File: src/rig_pkg.sv
`default_nettype none
package rig_pkg;

	// Width of the radix field
	localparam int RADIX_BITS = 6;
	// Dividend bits retired per divider cycle
	localparam int STEP_BITS = 8;
	// Default field widths
	localparam int INDEX_BITS_DEF = 31;
	localparam int FRAC_BITS_DEF = 32;

	// Divider steps per division. The dividend is the wider of the index and
	// {digit, fraction}, rounded up to whole steps.
	function automatic int div_steps(input int index_bits, input int frac_bits);
		int w;
		begin
			w = (index_bits > frac_bits + RADIX_BITS) ? index_bits : frac_bits + RADIX_BITS;
			return (w + STEP_BITS - 1) / STEP_BITS;
		end
	endfunction

	// Controller states
	typedef enum logic [2:0] {
		ST_IDLE,
		ST_CHECK,
		ST_EXT,
		ST_EXT_WB,
		ST_READ,
		ST_LOAD,
		ST_HDIV,
		ST_FIN
	} rig_state_t;

	// Commands from controller to datapath
	typedef struct packed {
		logic capture;      // latch index and radix, clear accumulator and count
		logic div_load_idx; // divider takes the index as dividend
		logic div_load_acc; // divider takes {digit, accumulator} as dividend
		logic div_step;     // one divider step
		logic ext_done;     // push remainder digit, index takes the quotient
		logic rd_req;       // pop: read the top digit
		logic acc_done;     // accumulator takes the quotient
		logic out_load;     // result into the output register
	} rig_cmd_t;

	// Status from datapath to controller
	typedef struct packed {
		logic radix_ok;
		logic idx_zero;
		logic cnt_zero;
		logic out_free;
	} rig_sts_t;

endpackage
`default_nettype wire

File: src/rig_ram.sv
`default_nettype none
module rig_ram #(
	parameter int WIDTH = 8,
	parameter int DEPTH = 32
) (
	input  wire logic                     clk,
	input  wire logic                     we,
	input  wire logic [$clog2(DEPTH)-1:0] waddr,
	input  wire logic [WIDTH-1:0]         wdata,
	input  wire logic                     re,
	input  wire logic [$clog2(DEPTH)-1:0] raddr,
	output      logic [WIDTH-1:0]         rdata
);

	logic [WIDTH-1:0] mem_q [DEPTH];

	// Single write port, registered read port
	always_ff @(posedge clk) begin
		if (we) begin
			mem_q[waddr] <= wdata;
		end
		if (re) begin
			rdata <= mem_q[raddr];
		end
	end

endmodule
`default_nettype wire

File: src/rig_ctrl.sv
`default_nettype none
module rig_ctrl
	import rig_pkg::*;
#(
	parameter int INDEX_BITS = INDEX_BITS_DEF,
	parameter int FRAC_BITS  = FRAC_BITS_DEF
) (
	input  wire logic     clk,
	input  wire logic     arst_n,
	input  wire logic     s_tvalid,
	output      logic     s_tready,
	input  wire rig_sts_t sts,
	output      rig_cmd_t cmd
);

	localparam int STEPS = div_steps(INDEX_BITS, FRAC_BITS);
	localparam int CW    = $clog2(STEPS);

	rig_state_t    state_q, state_d;
	logic [CW-1:0] cnt_q;
	logic          cnt_last;

	assign cnt_last = (cnt_q == CW'(STEPS - 1));

	// State register and divider cycle count
	always_ff @(posedge clk or negedge arst_n) begin
		if (!arst_n) begin
			state_q <= ST_IDLE;
			cnt_q   <= '0;
		end else begin
			state_q <= state_d;
			if (cmd.div_step) begin
				cnt_q <= cnt_last ? '0 : cnt_q + 1'b1;
			end
		end
	end

	// Next state
	always_comb begin
		state_d = state_q;
		unique case (state_q)
			ST_IDLE: begin
				if (s_tvalid) state_d = ST_CHECK;
			end
			ST_CHECK: begin
				if (sts.radix_ok && !sts.idx_zero) state_d = ST_EXT;
				else if (sts.cnt_zero)             state_d = ST_FIN;
				else                               state_d = ST_READ;
			end
			ST_EXT: begin
				if (cnt_last) state_d = ST_EXT_WB;
			end
			ST_EXT_WB: state_d = ST_CHECK;
			ST_READ:   state_d = ST_LOAD;
			ST_LOAD:   state_d = ST_HDIV;
			ST_HDIV: begin
				if (cnt_last) state_d = sts.cnt_zero ? ST_FIN : ST_READ;
			end
			ST_FIN: begin
				if (sts.out_free) state_d = ST_IDLE;
			end
			default: state_d = ST_IDLE;
		endcase
	end

	// Outputs
	always_comb begin
		cmd      = '0;
		s_tready = 1'b0;
		unique case (state_q)
			ST_IDLE: begin
				s_tready    = 1'b1;
				cmd.capture = s_tvalid;
			end
			ST_CHECK: begin
				cmd.div_load_idx = sts.radix_ok && !sts.idx_zero;
			end
			ST_EXT:    cmd.div_step     = 1'b1;
			ST_EXT_WB: cmd.ext_done     = 1'b1;
			ST_READ:   cmd.rd_req       = 1'b1;
			ST_LOAD:   cmd.div_load_acc = 1'b1;
			ST_HDIV: begin
				cmd.div_step = 1'b1;
				cmd.acc_done = cnt_last;
			end
			ST_FIN:    cmd.out_load     = sts.out_free;
			default: ;
		endcase
	end

endmodule
`default_nettype wire

File: src/rig_dp.sv
`default_nettype none
module rig_dp
	import rig_pkg::*;
#(
	parameter int INDEX_BITS = INDEX_BITS_DEF,
	parameter int FRAC_BITS  = FRAC_BITS_DEF
) (
	input  wire logic                  clk,
	input  wire logic                  arst_n,
	input  wire logic [INDEX_BITS-1:0] in_index,
	input  wire logic [RADIX_BITS-1:0] in_radix,
	input  wire rig_cmd_t              cmd,
	output      rig_sts_t              sts,
	input  wire logic                  out_ready,
	output      logic                  out_valid,
	output      logic [FRAC_BITS-1:0]  out_fraction
);

	localparam int PW = div_steps(INDEX_BITS, FRAC_BITS) * STEP_BITS;
	localparam int AW = $clog2(INDEX_BITS);
	localparam int NW = $clog2(INDEX_BITS + 1);

	logic [INDEX_BITS-1:0] idx_q;
	logic [RADIX_BITS-1:0] radix_q;
	logic [FRAC_BITS-1:0]  acc_q;
	logic [NW-1:0]         cnt_q;
	logic [PW-1:0]         quo_q, quo_d;
	logic [RADIX_BITS-1:0] rem_q, rem_d;
	logic [RADIX_BITS-1:0] digit_rd;
	logic [NW-1:0]         cnt_dec;

	assign cnt_dec = cnt_q - 1'b1;

	// Digit stack, deepest for radix two
	rig_ram #(
		.WIDTH (RADIX_BITS),
		.DEPTH (INDEX_BITS)
	) u_digits (
		.clk   (clk),
		.we    (cmd.ext_done),
		.waddr (cnt_q[AW-1:0]),
		.wdata (rem_q),
		.re    (cmd.rd_req),
		.raddr (cnt_dec[AW-1:0]),
		.rdata (digit_rd)
	);

	// Restoring division, STEP_BITS quotient bits per cycle while div_step is set; quotient bits
	// shift in at the bottom as dividend bits leave at the top
	always_comb begin
		logic [RADIX_BITS:0] r;
		logic [PW-1:0]       q;
		r = {1'b0, rem_q};
		q = quo_q;
		for (int i = 0; i < STEP_BITS; i++) begin
			r = {r[RADIX_BITS-1:0], q[PW-1]};
			q = {q[PW-2:0], 1'b0};
			if (r >= {1'b0, radix_q}) begin
				r    = r - {1'b0, radix_q};
				q[0] = 1'b1;
			end
		end
		rem_d = r[RADIX_BITS-1:0];
		quo_d = q;
	end

	// Operand, accumulator and divider registers
	always_ff @(posedge clk) begin
		if (cmd.capture) begin
			idx_q   <= in_index;
			radix_q <= in_radix;
			acc_q   <= '0;
		end
		if (cmd.div_load_idx) begin
			quo_q <= PW'(idx_q);
			rem_q <= '0;
		end else if (cmd.div_load_acc) begin
			quo_q <= PW'({digit_rd, acc_q});
			rem_q <= '0;
		end else if (cmd.div_step) begin
			quo_q <= quo_d;
			rem_q <= rem_d;
		end
		if (cmd.ext_done) begin
			idx_q <= quo_q[INDEX_BITS-1:0];
		end
		if (cmd.div_step && cmd.acc_done) begin
			acc_q <= quo_d[FRAC_BITS-1:0];
		end
		if (cmd.out_load) begin
			out_fraction <= acc_q;
		end
	end

	// Digit count and output valid
	always_ff @(posedge clk or negedge arst_n) begin
		if (!arst_n) begin
			cnt_q     <= '0;
			out_valid <= 1'b0;
		end else begin
			if (cmd.capture) begin
				cnt_q <= '0;
			end else if (cmd.ext_done) begin
				cnt_q <= cnt_q + 1'b1;
			end else if (cmd.rd_req) begin
				cnt_q <= cnt_dec;
			end
			if (cmd.out_load) begin
				out_valid <= 1'b1;
			end else if (out_ready) begin
				out_valid <= 1'b0;
			end
		end
	end

	assign sts.radix_ok = (radix_q >= RADIX_BITS'(2));
	assign sts.idx_zero = (idx_q == '0);
	assign sts.cnt_zero = (cnt_q == '0);
	assign sts.out_free = !out_valid || out_ready;

endmodule
`default_nettype wire

File: src/radical_inverse_generator.sv
`default_nettype none
// Halton radical inverse: mirrors the radix digits of a sample index about the
// radix point and returns floor(2^FRAC_BITS * value) as an unsigned fraction.
// Radix below two, or index zero, gives zero. Items are handled one at a time;
// one divider (STEP_BITS quotient bits a cycle while it steps) does both the
// digit extraction and the Horner steps, with the digits held in a small
// stack RAM. A finished result sits in the output register while the next
// beat is taken.
module radical_inverse_generator
	import rig_pkg::*;
#(
	parameter int INDEX_BITS = INDEX_BITS_DEF,
	parameter int FRAC_BITS  = FRAC_BITS_DEF
) (
	input  wire logic                                                 clk,
	input  wire logic                                                 arst_n,
	input  wire logic                                                 s_tvalid,
	output      logic                                                 s_tready,
	// index [INDEX_BITS-1:0], radix [INDEX_BITS+5:INDEX_BITS], zero fill
	input  wire logic [((INDEX_BITS + RADIX_BITS + 7) / 8) * 8 - 1:0] s_tdata,
	output      logic                                                 m_tvalid,
	input  wire logic                                                 m_tready,
	// fraction [FRAC_BITS-1:0], zero fill
	output      logic [((FRAC_BITS + 7) / 8) * 8 - 1:0]               m_tdata
);

	localparam int OW = ((FRAC_BITS + 7) / 8) * 8;

	rig_cmd_t             cmd;
	rig_sts_t             sts;
	logic [FRAC_BITS-1:0] fraction;

	rig_ctrl #(
		.INDEX_BITS (INDEX_BITS),
		.FRAC_BITS  (FRAC_BITS)
	) u_ctrl (
		.clk      (clk),
		.arst_n   (arst_n),
		.s_tvalid (s_tvalid),
		.s_tready (s_tready),
		.sts      (sts),
		.cmd      (cmd)
	);

	rig_dp #(
		.INDEX_BITS (INDEX_BITS),
		.FRAC_BITS  (FRAC_BITS)
	) u_dp (
		.clk          (clk),
		.arst_n       (arst_n),
		.in_index     (s_tdata[INDEX_BITS-1:0]),
		.in_radix     (s_tdata[INDEX_BITS +: RADIX_BITS]),
		.cmd          (cmd),
		.sts          (sts),
		.out_ready    (m_tready),
		.out_valid    (m_tvalid),
		.out_fraction (fraction)
	);

	assign m_tdata = OW'(fraction);

endmodule
`default_nettype wire
File: config.mk
export PLATFORM = sky130hd
export DESIGN_NAME = radical_inverse_generator
export DESIGN_NICKNAME = d
export VERILOG_FILES = /design/src/rig_pkg.sv /design/src/rig_ram.sv /design/src/rig_ctrl.sv /design/src/rig_dp.sv /design/src/radical_inverse_generator.sv
export SDC_FILE = /design/constraint.sdc
export NUM_CORES = 1
export LEC_CHECK = 0
export BUFFER_PORTS_ARGS = -buffer_cell sky130_fd_sc_hd__buf_4
export CAP_MARGIN = 40
export CORE_UTILIZATION = 67
export DETAILED_ROUTE_END_ITERATION = 16
export PLACE_DENSITY = 0.94
export SLEW_MARGIN = 20
export SYNTH_ARGS = -nofsm -noshare
export SYNTH_HDL_FRONTEND = slang
export SYNTH_SLANG_ARGS = --single-unit
export TNS_END_PERCENT = 20
File: constraint.sdc
create_clock -name clk -period 28.6 [get_ports clk]
set_input_delay 5.72 -clock clk [delete_from_list [all_inputs] [get_ports clk]]
set_output_delay 5.72 -clock clk [all_outputs]
set_load 0.1 [all_outputs]
# Word level (Yosys, flattened, before mapping)
# Memory sizes are Yosys's and may differ from the RTL's. A register that Yosys moved wholly into a read port is not among the register bits.
# Index checks and enable logic that the tools add are counted.
[totals]
register_bits = 159
word_cells = 109
ram_bits = 186
mem_count = 1
[memory_table]
columns = ["memory", "words", "width", "rd", "rd_clocked_by_memory_dff", "write_ports", "line", "source"]
rows = [
  ["u_dp.u_digits.mem_q", 31, 6, 1, 1, 1, "rig_ram.sv:15", "logic [WIDTH-1:0] mem_q [DEPTH];"],
]
[classes]
muxes = 47
eq_ne = 12
order_cmp = 9
n_addsub = 11
reduce_logical = 17
[op_table]
columns = ["cell", "n"]
rows = [
  ["2-to-1 mux 31 bit", 3],
  ["2-to-1 mux 38 bit", 2],
  ["2-to-1 mux 32 bit", 2],
  ["greater-or-equal comparator 7 x 6 -> 1 bit", 8],
  ["2-to-1 mux 6 bit", 8],
  ["subtractor 6 bit", 8],
  ["logical NOT 31 bit", 1],
  ["case mux 3 bit (8 select lines)", 1],
  ["2-to-1 mux 1 bit", 21],
  ["2-to-1 mux 3 bit", 6],
  ["== test 3 bit (second input constant)", 5],
  ["2-to-1 mux 5 bit", 3],
  ["nonzero test 2 bit", 4],
  ["== test 3 x 2 -> 1 bit (second input constant)", 2],
  ["greater-or-equal comparator 6 x 2 -> 1 bit (second input constant)", 1],
  ["inequality test 2 x 1 -> 1 bit (second input constant)", 3],
  ["nonzero test 3 bit", 2],
  ["adder 5 x 1 -> 5 bit (second input constant)", 1],
  ["logical NOT 5 bit", 1],
  ["subtractor 5 x 1 -> 5 bit (second input constant)", 1],
  ["AND reduction 4 bit", 1],
  ["OR reduction 2 bit", 2],
  ["adder 3 x 1 -> 3 bit (second input constant)", 1],
  ["== test 3 x 1 -> 1 bit (second input constant)", 1],
  ["other kinds (6)", 8],
]

# Depth between registers and ports, before layout
# Gate-level depths: netlist (run 1).
[depth]
depth_word = 19
depth_mapped = 75
depth_no_buf = 72

# Hierarchy
# Synthesis (run 1) repeated with hierarchy kept, for this count alone.
[unflattened]
cells_unflattened = 1276
area_unflattened_um2 = 17215.3
[modules_own_cells]
columns = ["module", "seq_area_each_um2", "cells_per_inst", "area_per_inst_um2", "instances"]
rows = [
  ["rig_dp", 4414.2, 835, 9188.8, 1],
  ["rig_ram", 5765.5, 387, 7602.3, 1],
  ["rig_ctrl", 150.1, 54, 424.2, 1],
]

# Worst setup path after synthesis (run 1)
# No wires, ideal clock.
[synth_timing]
kind = "flip-flop to flip-flop"
start = "register u_dp.rem_q[2]"
end = "register u_dp.acc_q[0] (data pin)"
n_path_buf = 2
stages_incl_launch_ff = 69
slack_ns = 12.876
setup_ns = 0.255
arrival_ns = 15.470
period_less_slack_ns = 15.724
cell_sequence = "dfxtp_1 -> ha_1 -> a21o_1 -> a21o_1 -> a21oi_2 -> nand2_2 -> nand2_1 -> a21boi_0 -> ha_1 -> inv_1 -> o21ai_0 -> a221oi_4 -> o31a_1 -> mux2i_1 -> ha_1 -> a21oi_1 -> nand2_1 -> a221oi_2 -> (+33 left out) -> ha_1 -> o21ai_0 -> nand2b_1 -> a21o_1 -> a21o_1 -> a211o_1 -> a221oi_4 -> nand2_1 -> o21a_1 -> ha_1 -> a21o_1 -> a21o_1 -> a21o_1 -> a21o_1 -> a211o_1 -> or3_1 -> buf_6 -> and2_1"
[synth_between]
elab_chain_len = 17
word_cells_on_any_way = 24
cone_classes = "7 x add/sub; 8 x order compare; 9 x mux"
[synth_lines]
columns = ["item", "line", "source"]
rows = [
  ["start: declaration", "rig_dp.sv:28", "logic [RADIX_BITS-1:0] rem_q, rem_d;"],
  ["start signal: assignment", "rig_dp.sv:82", "rem_q <= rem_d;"],
  ["subtractor 6 bit or greater-or-equal comparator 7 x 6 -> 1 bit (tied branches)", "rig_dp.sv:59, rig_dp.sv:58", ""],
  ["2-to-1 mux 6 bit *", "rig_dp.sv:58", "if (r >= {1'b0, radix_q}) begin"],
  ["subtractor 6 bit or greater-or-equal comparator 7 x 6 -> 1 bit (tied branches)", "rig_dp.sv:59, rig_dp.sv:58", ""],
  ["2-to-1 mux 6 bit *", "rig_dp.sv:58", ""],
  ["subtractor 6 bit or greater-or-equal comparator 7 x 6 -> 1 bit (tied branches)", "rig_dp.sv:59, rig_dp.sv:58", ""],
  ["2-to-1 mux 6 bit *", "rig_dp.sv:58", ""],
  ["greater-or-equal comparator 7 x 6 -> 1 bit or subtractor 6 bit (tied branches)", "rig_dp.sv:58, rig_dp.sv:59", ""],
  ["2-to-1 mux 6 bit *", "rig_dp.sv:58", ""],
  ["subtractor 6 bit or greater-or-equal comparator 7 x 6 -> 1 bit (tied branches)", "rig_dp.sv:59, rig_dp.sv:58", ""],
  ["2-to-1 mux 6 bit *", "rig_dp.sv:58", ""],
  ["subtractor 6 bit or greater-or-equal comparator 7 x 6 -> 1 bit (tied branches)", "rig_dp.sv:59, rig_dp.sv:58", ""],
  ["2-to-1 mux 6 bit *", "rig_dp.sv:58", ""],
  ["subtractor 6 bit or greater-or-equal comparator 7 x 6 -> 1 bit (tied branches)", "rig_dp.sv:59, rig_dp.sv:58", ""],
  ["2-to-1 mux 6 bit *", "rig_dp.sv:58", ""],
  ["greater-or-equal comparator 7 x 6 -> 1 bit *", "rig_dp.sv:58", ""],
  ["2-to-1 mux 1 bit *", "rig_dp.sv:58", ""],
  ["2-to-1 mux 32 bit *", "rig_dp.sv:87", "if (cmd.div_step && cmd.acc_done) begin"],
  ["end signal: assignment", "rig_dp.sv:88", "acc_q <= quo_d[FRAC_BITS-1:0];"],
  ["end: declaration", "rig_dp.sv:25", "logic [FRAC_BITS-1:0] acc_q;"],
]
# Mark *: on every way between the ends. The rest lies on a longest branch, timed or not.
# A chain may end at the register's enable or synchronous reset.

# Worst setup path in the final report (run 1)
[layout_timing]
start = "register u_dp.radix_q[1]"
end = "register u_dp.acc_q[0] (data pin)"
[layout_between]
elab_chain_len = 17
word_cells_on_any_way = 24
cone_classes = "7 x add/sub; 8 x order compare; 9 x mux"
[layout_lines]
columns = ["item", "line", "source"]
rows = [
  ["start: declaration", "rig_dp.sv:24", "logic [RADIX_BITS-1:0] radix_q;"],
  ["start signal: assignment", "rig_dp.sv:71", "radix_q <= in_radix;"],
  ["subtractor 6 bit or greater-or-equal comparator 7 x 6 -> 1 bit (tied branches)", "rig_dp.sv:59, rig_dp.sv:58", ""],
  ["2-to-1 mux 6 bit", "rig_dp.sv:58", ""],
  ["subtractor 6 bit or greater-or-equal comparator 7 x 6 -> 1 bit (tied branches)", "rig_dp.sv:59, rig_dp.sv:58", ""],
  ["2-to-1 mux 6 bit", "rig_dp.sv:58", ""],
  ["subtractor 6 bit or greater-or-equal comparator 7 x 6 -> 1 bit (tied branches)", "rig_dp.sv:59, rig_dp.sv:58", ""],
  ["2-to-1 mux 6 bit", "rig_dp.sv:58", ""],
  ["subtractor 6 bit or greater-or-equal comparator 7 x 6 -> 1 bit (tied branches)", "rig_dp.sv:59, rig_dp.sv:58", ""],
  ["2-to-1 mux 6 bit", "rig_dp.sv:58", ""],
  ["subtractor 6 bit or greater-or-equal comparator 7 x 6 -> 1 bit (tied branches)", "rig_dp.sv:59, rig_dp.sv:58", ""],
  ["2-to-1 mux 6 bit", "rig_dp.sv:58", ""],
  ["greater-or-equal comparator 7 x 6 -> 1 bit or subtractor 6 bit (tied branches)", "rig_dp.sv:58, rig_dp.sv:59", ""],
  ["2-to-1 mux 6 bit", "rig_dp.sv:58", ""],
  ["subtractor 6 bit or greater-or-equal comparator 7 x 6 -> 1 bit (tied branches)", "rig_dp.sv:59, rig_dp.sv:58", ""],
  ["2-to-1 mux 6 bit", "rig_dp.sv:58", ""],
  ["greater-or-equal comparator 7 x 6 -> 1 bit *", "rig_dp.sv:58", ""],
  ["2-to-1 mux 1 bit *", "rig_dp.sv:58", ""],
  ["2-to-1 mux 32 bit *", "rig_dp.sv:87", ""],
]
# Marks and branches as above.

==> impl_metrics.ini, run 1 <==
[run_status]
outcome = finished, final reports clean

[worst_hold_path]
hp-class = flip-flop to flip-flop

[synthesis]
synthCells = 1309
synth.top_cells.by_count = edfxtp_1 (324), nand2_1 (214), nor2_1 (109)
ys_ff_latch = 351
synth_ff_type = edfxtp_1
yosysSeqAreaShare_pct = 60.8
async_flop_share_pct = 3.42
ys_warn_count = 0
synth_enable_flop_cells = 324
yosysMostFrequentCell = edfxtp_1
synthesis.nets = 1416
syn_area_per_cell_um2 = 13.0
netlist_area_mm2 = 0.0170
yosysTopAreaCellShare_pct = 57.3
ys_types = 79
synth.area.top_cells = edfxtp_1 (57%), mux4_2 (7.2%), nand2_1 (4.7%), ha_1 (4.1%), nor2_1 (2.4%)
synth_area_leader_cell = edfxtp_1

[floorplanning]
pin_count = 78
die_y_um = 161
dieArea_mm2 = 0.0260
coreArea_mm2 = 0.0246
start_util_pct = 69.0
die-width_um = 161
rows = 57

[drt]
vias = 11773
drt_iter0_markers = 1431
wl_per_cell_um = 24.8
wl_mm = 43.2
via_per_inst = 6.76
dr.pass1.iters = 8
ant_nets = 0
drc = 0

[timing]
fmax_mhz = 50.9
rsz0062_at_grt = no
fin_setup_tns_ps = 0
worst_pin_slew_ps = 999
drv_slew = 0
skew_ps = 17.6
slew_headroom_pct = 33.4
finalCriticalPeriod_ps = 19660
fin_crit_sh_pct = 68.7
finalSetupViolCount = 0
report.final.hold_viol_count = 0
whs_ps = 455

[clock_tree]
h-tree-depth = 2
cts.sinks = 351
cts_buffer_depth = 3
ctsRootBufferMaster = clkbuf_16
cts_inserted_buffers = 36
insertion_delay_ps = 540
cts_setup_buffers = 0
cts_resized = 0
cts.reportedPaths.clkPinSlew_ps = 70
hold_buffers = 0
cts_tree = yes

[layout]
register_area_mm2 = 0.0103
layout-drive-gt1-share_pct = 17.1
nets = 1497
multiInputGateArea_mm2 = 0.00627
areaGrowthSynthToFinish_pct = 12.6
nFillCells = 1330
diodes = 0

[setup_path]
critPathKind = flip-flop to flip-flop
worstSetupStartpointType = flip-flop
cpMostUsedCell = ha_1
path_max_fanout = 11
max_stage_delay_ps = 780
reg2reg_slack_ps = 8940
cp_slowest_cell = edfxtp_1
end_kind = flip-flop
cp.required_ps = 28880
arrival_ps = 19940

[global_routing]
overflow = 0
grt_max_degree = 42
grt_pass1_vias = 11801
grt_pass1_wl_mm = 66.9
antenna_found_initial = 0
grtUsageTotal_pct = 34.4

[placed_design]
gp_congestion = 0.916
hpwl_mm = 27.0
io_buffer_count = 74

[flow_run]
drv_cap = 0
## cells in the final DEF, fill, tap and decap left out, types with 10 or more instances in the layout
| cell | synthesis | routed |
|---|---|---|
| a21boi_0 | 13 | 13 |
| a21o_1 | 19 | 19 |
| a21oi_1 | 41 | 41 |
| a31oi_1 | 27 | 27 |
| and2_1 | 30 | 30 |
| buf_4 | 0 | 94 |
| clkbuf_16 | 0 | 37 |
| dfrtp_1 | 12 | 11 |
| dfxtp_1 | 15 | 15 |
| edfxtp_1 | 324 | 324 |
| ha_1 | 55 | 54 |
| inv_1 | 42 | 42 |
| mux2i_1 | 14 | 14 |
| mux4_2 | 54 | 54 |
| nand2_1 | 214 | 214 |
| nand2b_1 | 16 | 16 |
| nand3_1 | 21 | 21 |
| nor2_1 | 109 | 107 |
| nor2b_1 | 13 | 13 |
| nor3_1 | 11 | 11 |
| nor4_1 | 10 | 10 |
| o211ai_1 | 14 | 14 |
| o21ai_0 | 37 | 37 |
| xnor2_1 | 24 | 23 |
## state kept, by name (all words and copies together) (netlist names)
name / cells
u_dp.idx_q: 31
u_dp.radix_q: 6
u_dp.quo_q: 40
u_dp.rem_q: 6
u_dp.u_digits.rdata: 6
u_dp.cnt_q: 5
u_ctrl.cnt_q: 3
u_ctrl.state_q: 3
u_dp.out_fraction: 32
u_dp.u_digits.mem_q: 186
u_dp.out_valid: 1
u_dp.acc_q: 32
## cell families after synthesis
| family | synth area share [%] |
|---|---|
| compound gates | 9.06 |
| xor+xnor | 1.70 |
| fa+ha+maj | 5.00 |
| buf+inv | 2.32 |
| flops | 60.8 |
| mux | 8.45 |
| simple gates | 12.6 |
## metrics by stage
stage	cell area (um2)	util, %	worst slack [ps]	instances
floorplan	17000	-	12880	1309
global placement	17900	72.6	9810	1670
detailed placement	17900	72.9	9650	1675
CTS	19100	77.7	9430	1741
global route	19100	77.7	7760	1742
finish	19100	77.7	8940	1742
## critical path: cells and delay by family, from the launching register on
family,cells,cell delay [ps]
AOI/OAI and AO/OA,37,10130
and+or+nand+nor,14,3700
adders and majority gates,8,2780
muxes,3,1250
DFF,1,780
buffers and inverters,3,740
## area by class of cell
type | instances | area share (%)
multi-input combinational | 859 | 32.8
timing repair buffer | 98 | 4.06
sequential | 351 | 54.0
clock inverter | 19 | 0.962
tap | 324 | 2.12
inverter | 44 | 0.863
clock buffer | 47 | 5.19
## layer usage
metal / track usage, % / share of wire [%]
met5: 0 / 0
met4: 14.3 / 4.7
met3: 5.39 / 9.7
met2: 58.7 / 50
met1: 44.3 / 36
## final timing paths
check	depth (start not counted)	start	end
setup reg to reg	65	u_dp.radix_q[1]$_DFFE_PP_	u_dp.acc_q[0]$_SDFFCE_PN0P_
min in group asynchronous	1	arst_n	u_dp.cnt_q[3]$_DFFE_PN0P_
hold reg to reg	0	u_dp.acc_q[10]$_SDFFCE_PN0P_	u_dp.out_fraction[10]$_DFFE_PP_
max in group asynchronous	1	arst_n	u_dp.cnt_q[0]$_DFFE_PN0P_
hold / removal	0	u_dp.acc_q[10]$_SDFFCE_PN0P_	u_dp.out_fraction[10]$_DFFE_PP_
setup / recovery	65	u_dp.radix_q[1]$_DFFE_PP_	u_dp.acc_q[0]$_SDFFCE_PN0P_
Power of run 1 is not shown: default switching activity piles up to over one toggle a cycle in this logic, so the estimate is an artifact.
==> inputs of run 2 (changes only) <==
- CORE_UTILIZATION: 67 -> 62
- PLACE_DENSITY: 0.94 -> 0.88
- clock period: 28.6 -> 19.2 ns (I/O delays scaled with it)
==> impl_metrics.ini, run 2 (same netlist as run 1, synthesis figures left out) <==
[floorplanning]
die-width_um = 167
die_y_um = 167
dieArea_mm2 = 0.0281
pin_count = 78
rows = 60
start_util_pct = 63.2
coreArea_mm2 = 0.0269

[clock_tree]
cts_tree = yes
hold_buffers = 0
ctsRootBufferMaster = clkbuf_16
cts.reportedPaths.clkPinSlew_ps = 60
insertion_delay_ps = 540
cts_buffer_depth = 3
cts.sinks = 351
cts_inserted_buffers = 37
h-tree-depth = 2

[global_routing]
grtUsageTotal_pct = 30.4
grt_max_degree = 71
grt_pass1_vias = 11445
antenna_found_initial = 0
overflow = 0
grt_pass1_wl_mm = 64.7

[setup_path]
cp.required_ps = 19490
r2r_start = u_dp.radix_q[4]$_DFFE_PP_
max_stage_delay_ps = 550
cp_slowest_cell = or4b_1
cp_top_family = compound AO/OA/AOI/OAI gates
cpMostUsedCell = ha_1
arrival_ps = 18390
end_kind = flip-flop
path_max_fanout = 9
critPathBufInv = 6
worstSetupStartpointType = flip-flop
startpoint = u_dp.radix_q[4]$_DFFE_PP_
critPathKind = flip-flop to flip-flop

[layout]
layout-drive-gt1-share_pct = 17.7
layout_commonest_cell = edfxtp_1
areaGrowthSynthToFinish_pct = 13.3
diodes = 0
top_register = u_dp.u_digits.mem_q
layout_common_cells = edfxtp_1 (324), nand2_1 (213), nor2_1 (107)
nets = 1507
utilization_pct = 71.6
largest_reg_flops = 186
reg.largest.list = u_dp.u_digits.mem_q x186, u_dp.quo_q x40
final_cell_area_mm2 = 0.0192

[flow_run]
drv_cap = 0

[placed_design]
gp_congestion = 0.911
hpwl_mm = 27.1
dpl_cell_area_mm2 = 0.0180
io_buffer_count = 74

[worst_hold_path]
hold_start = u_dp.acc_q[11]$_SDFFCE_PN0P_
hp-class = flip-flop to flip-flop

[drt]
wl_per_cell_um = 23.6
wl_mm = 41.8
via_per_inst = 6.54
dr.pass1.iters = 7
vias = 11563
drt_iter0_markers = 1478
ant_nets = 0
drc = 0

[run_status]
outcome = finished, final reports clean

[timing]
report.final.hold_viol_count = 0
finalSetupViolCount = 0
skew_ps = 22.0
fin_crit_sh_pct = 94.3
fmax_mhz = 55.2
drv_slew = 0
slew_headroom_pct = 42.2
worst_pin_slew_ps = 862
finalCriticalPeriod_ps = 18100
[run 2: cell types whose count changed in the layout (fill, tap and decap cells not counted), moves of 2 or more]
cell / previous run / this run
clkbuf_8: 3 / 1
clkinv_2: 5 / 3
clkbuf_1: 7 / 12
clkinvlp_4: 4 / 2
a21oi_2: 1 / 4
a21oi_1: 41 / 38
clkinv_1: 5 / 8
buf_4: 94 / 103
[run 2: layout make-up]
class | instances | area [um2]
timing repair buffer | 107 | 840
inverter | 44 | 169
clock buffer | 51 | 1010
sequential | 351 | 10300
fill | 1646 | 7640
clock inverter | 16 | 156
multi-input combinational | 859 | 6300
tap | 341 | 427
[run 2: final timing paths]
| path | end | slack, ps | depth (start not counted) |
|---|---|---|---|
| worst min register to register | u_dp.out_fraction[11]$_DFFE_PP_ | 450 | 0 |
| max in group asynchronous | u_dp.cnt_q[0]$_DFFE_PN0P_ | 15880 | 1 |
| worst min-delay path | u_dp.out_fraction[11]$_DFFE_PP_ | 450 | 0 |
| worst max register to register | u_dp.acc_q[0]$_SDFFCE_PN0P_ | 1100 | 69 |
| min in group asynchronous | u_dp.out_valid$_DFFE_PN0P_ | 3130 | 1 |
| worst max-delay path | u_dp.acc_q[0]$_SDFFCE_PN0P_ | 1100 | 69 |
[run 2: what timing repair did]
action | CTS | global route
buffers inserted | 0 | 4
endpoints found under the setup margin | 0 | 8
gates resized for setup | 0 | 10
[run 2: per-stage QoR]
stage	hold WS [ps]	TNS, ps	instances	setup WS [ps]
6_report	452	0	1769	1100
5_1_grt	470	-105	1769	-99.8
4_1_cts	449	0	1764	556
3_5_place_dp	435	0	1697	745
3_3_place_gp	431	0	1694	1150
2_1_floorplan	420	0	1309	3480
[run 2: per-layer routing]
layer	up-vias	track usage (%)	wire length, um
met5	-	0	0
met4	0	12.7	1670
met3	124	4.35	3450
met2	689	51.4	20800
met1	5665	39.6	15800
li1	5085	-	-
Power of run 2 is left out for the same reason.
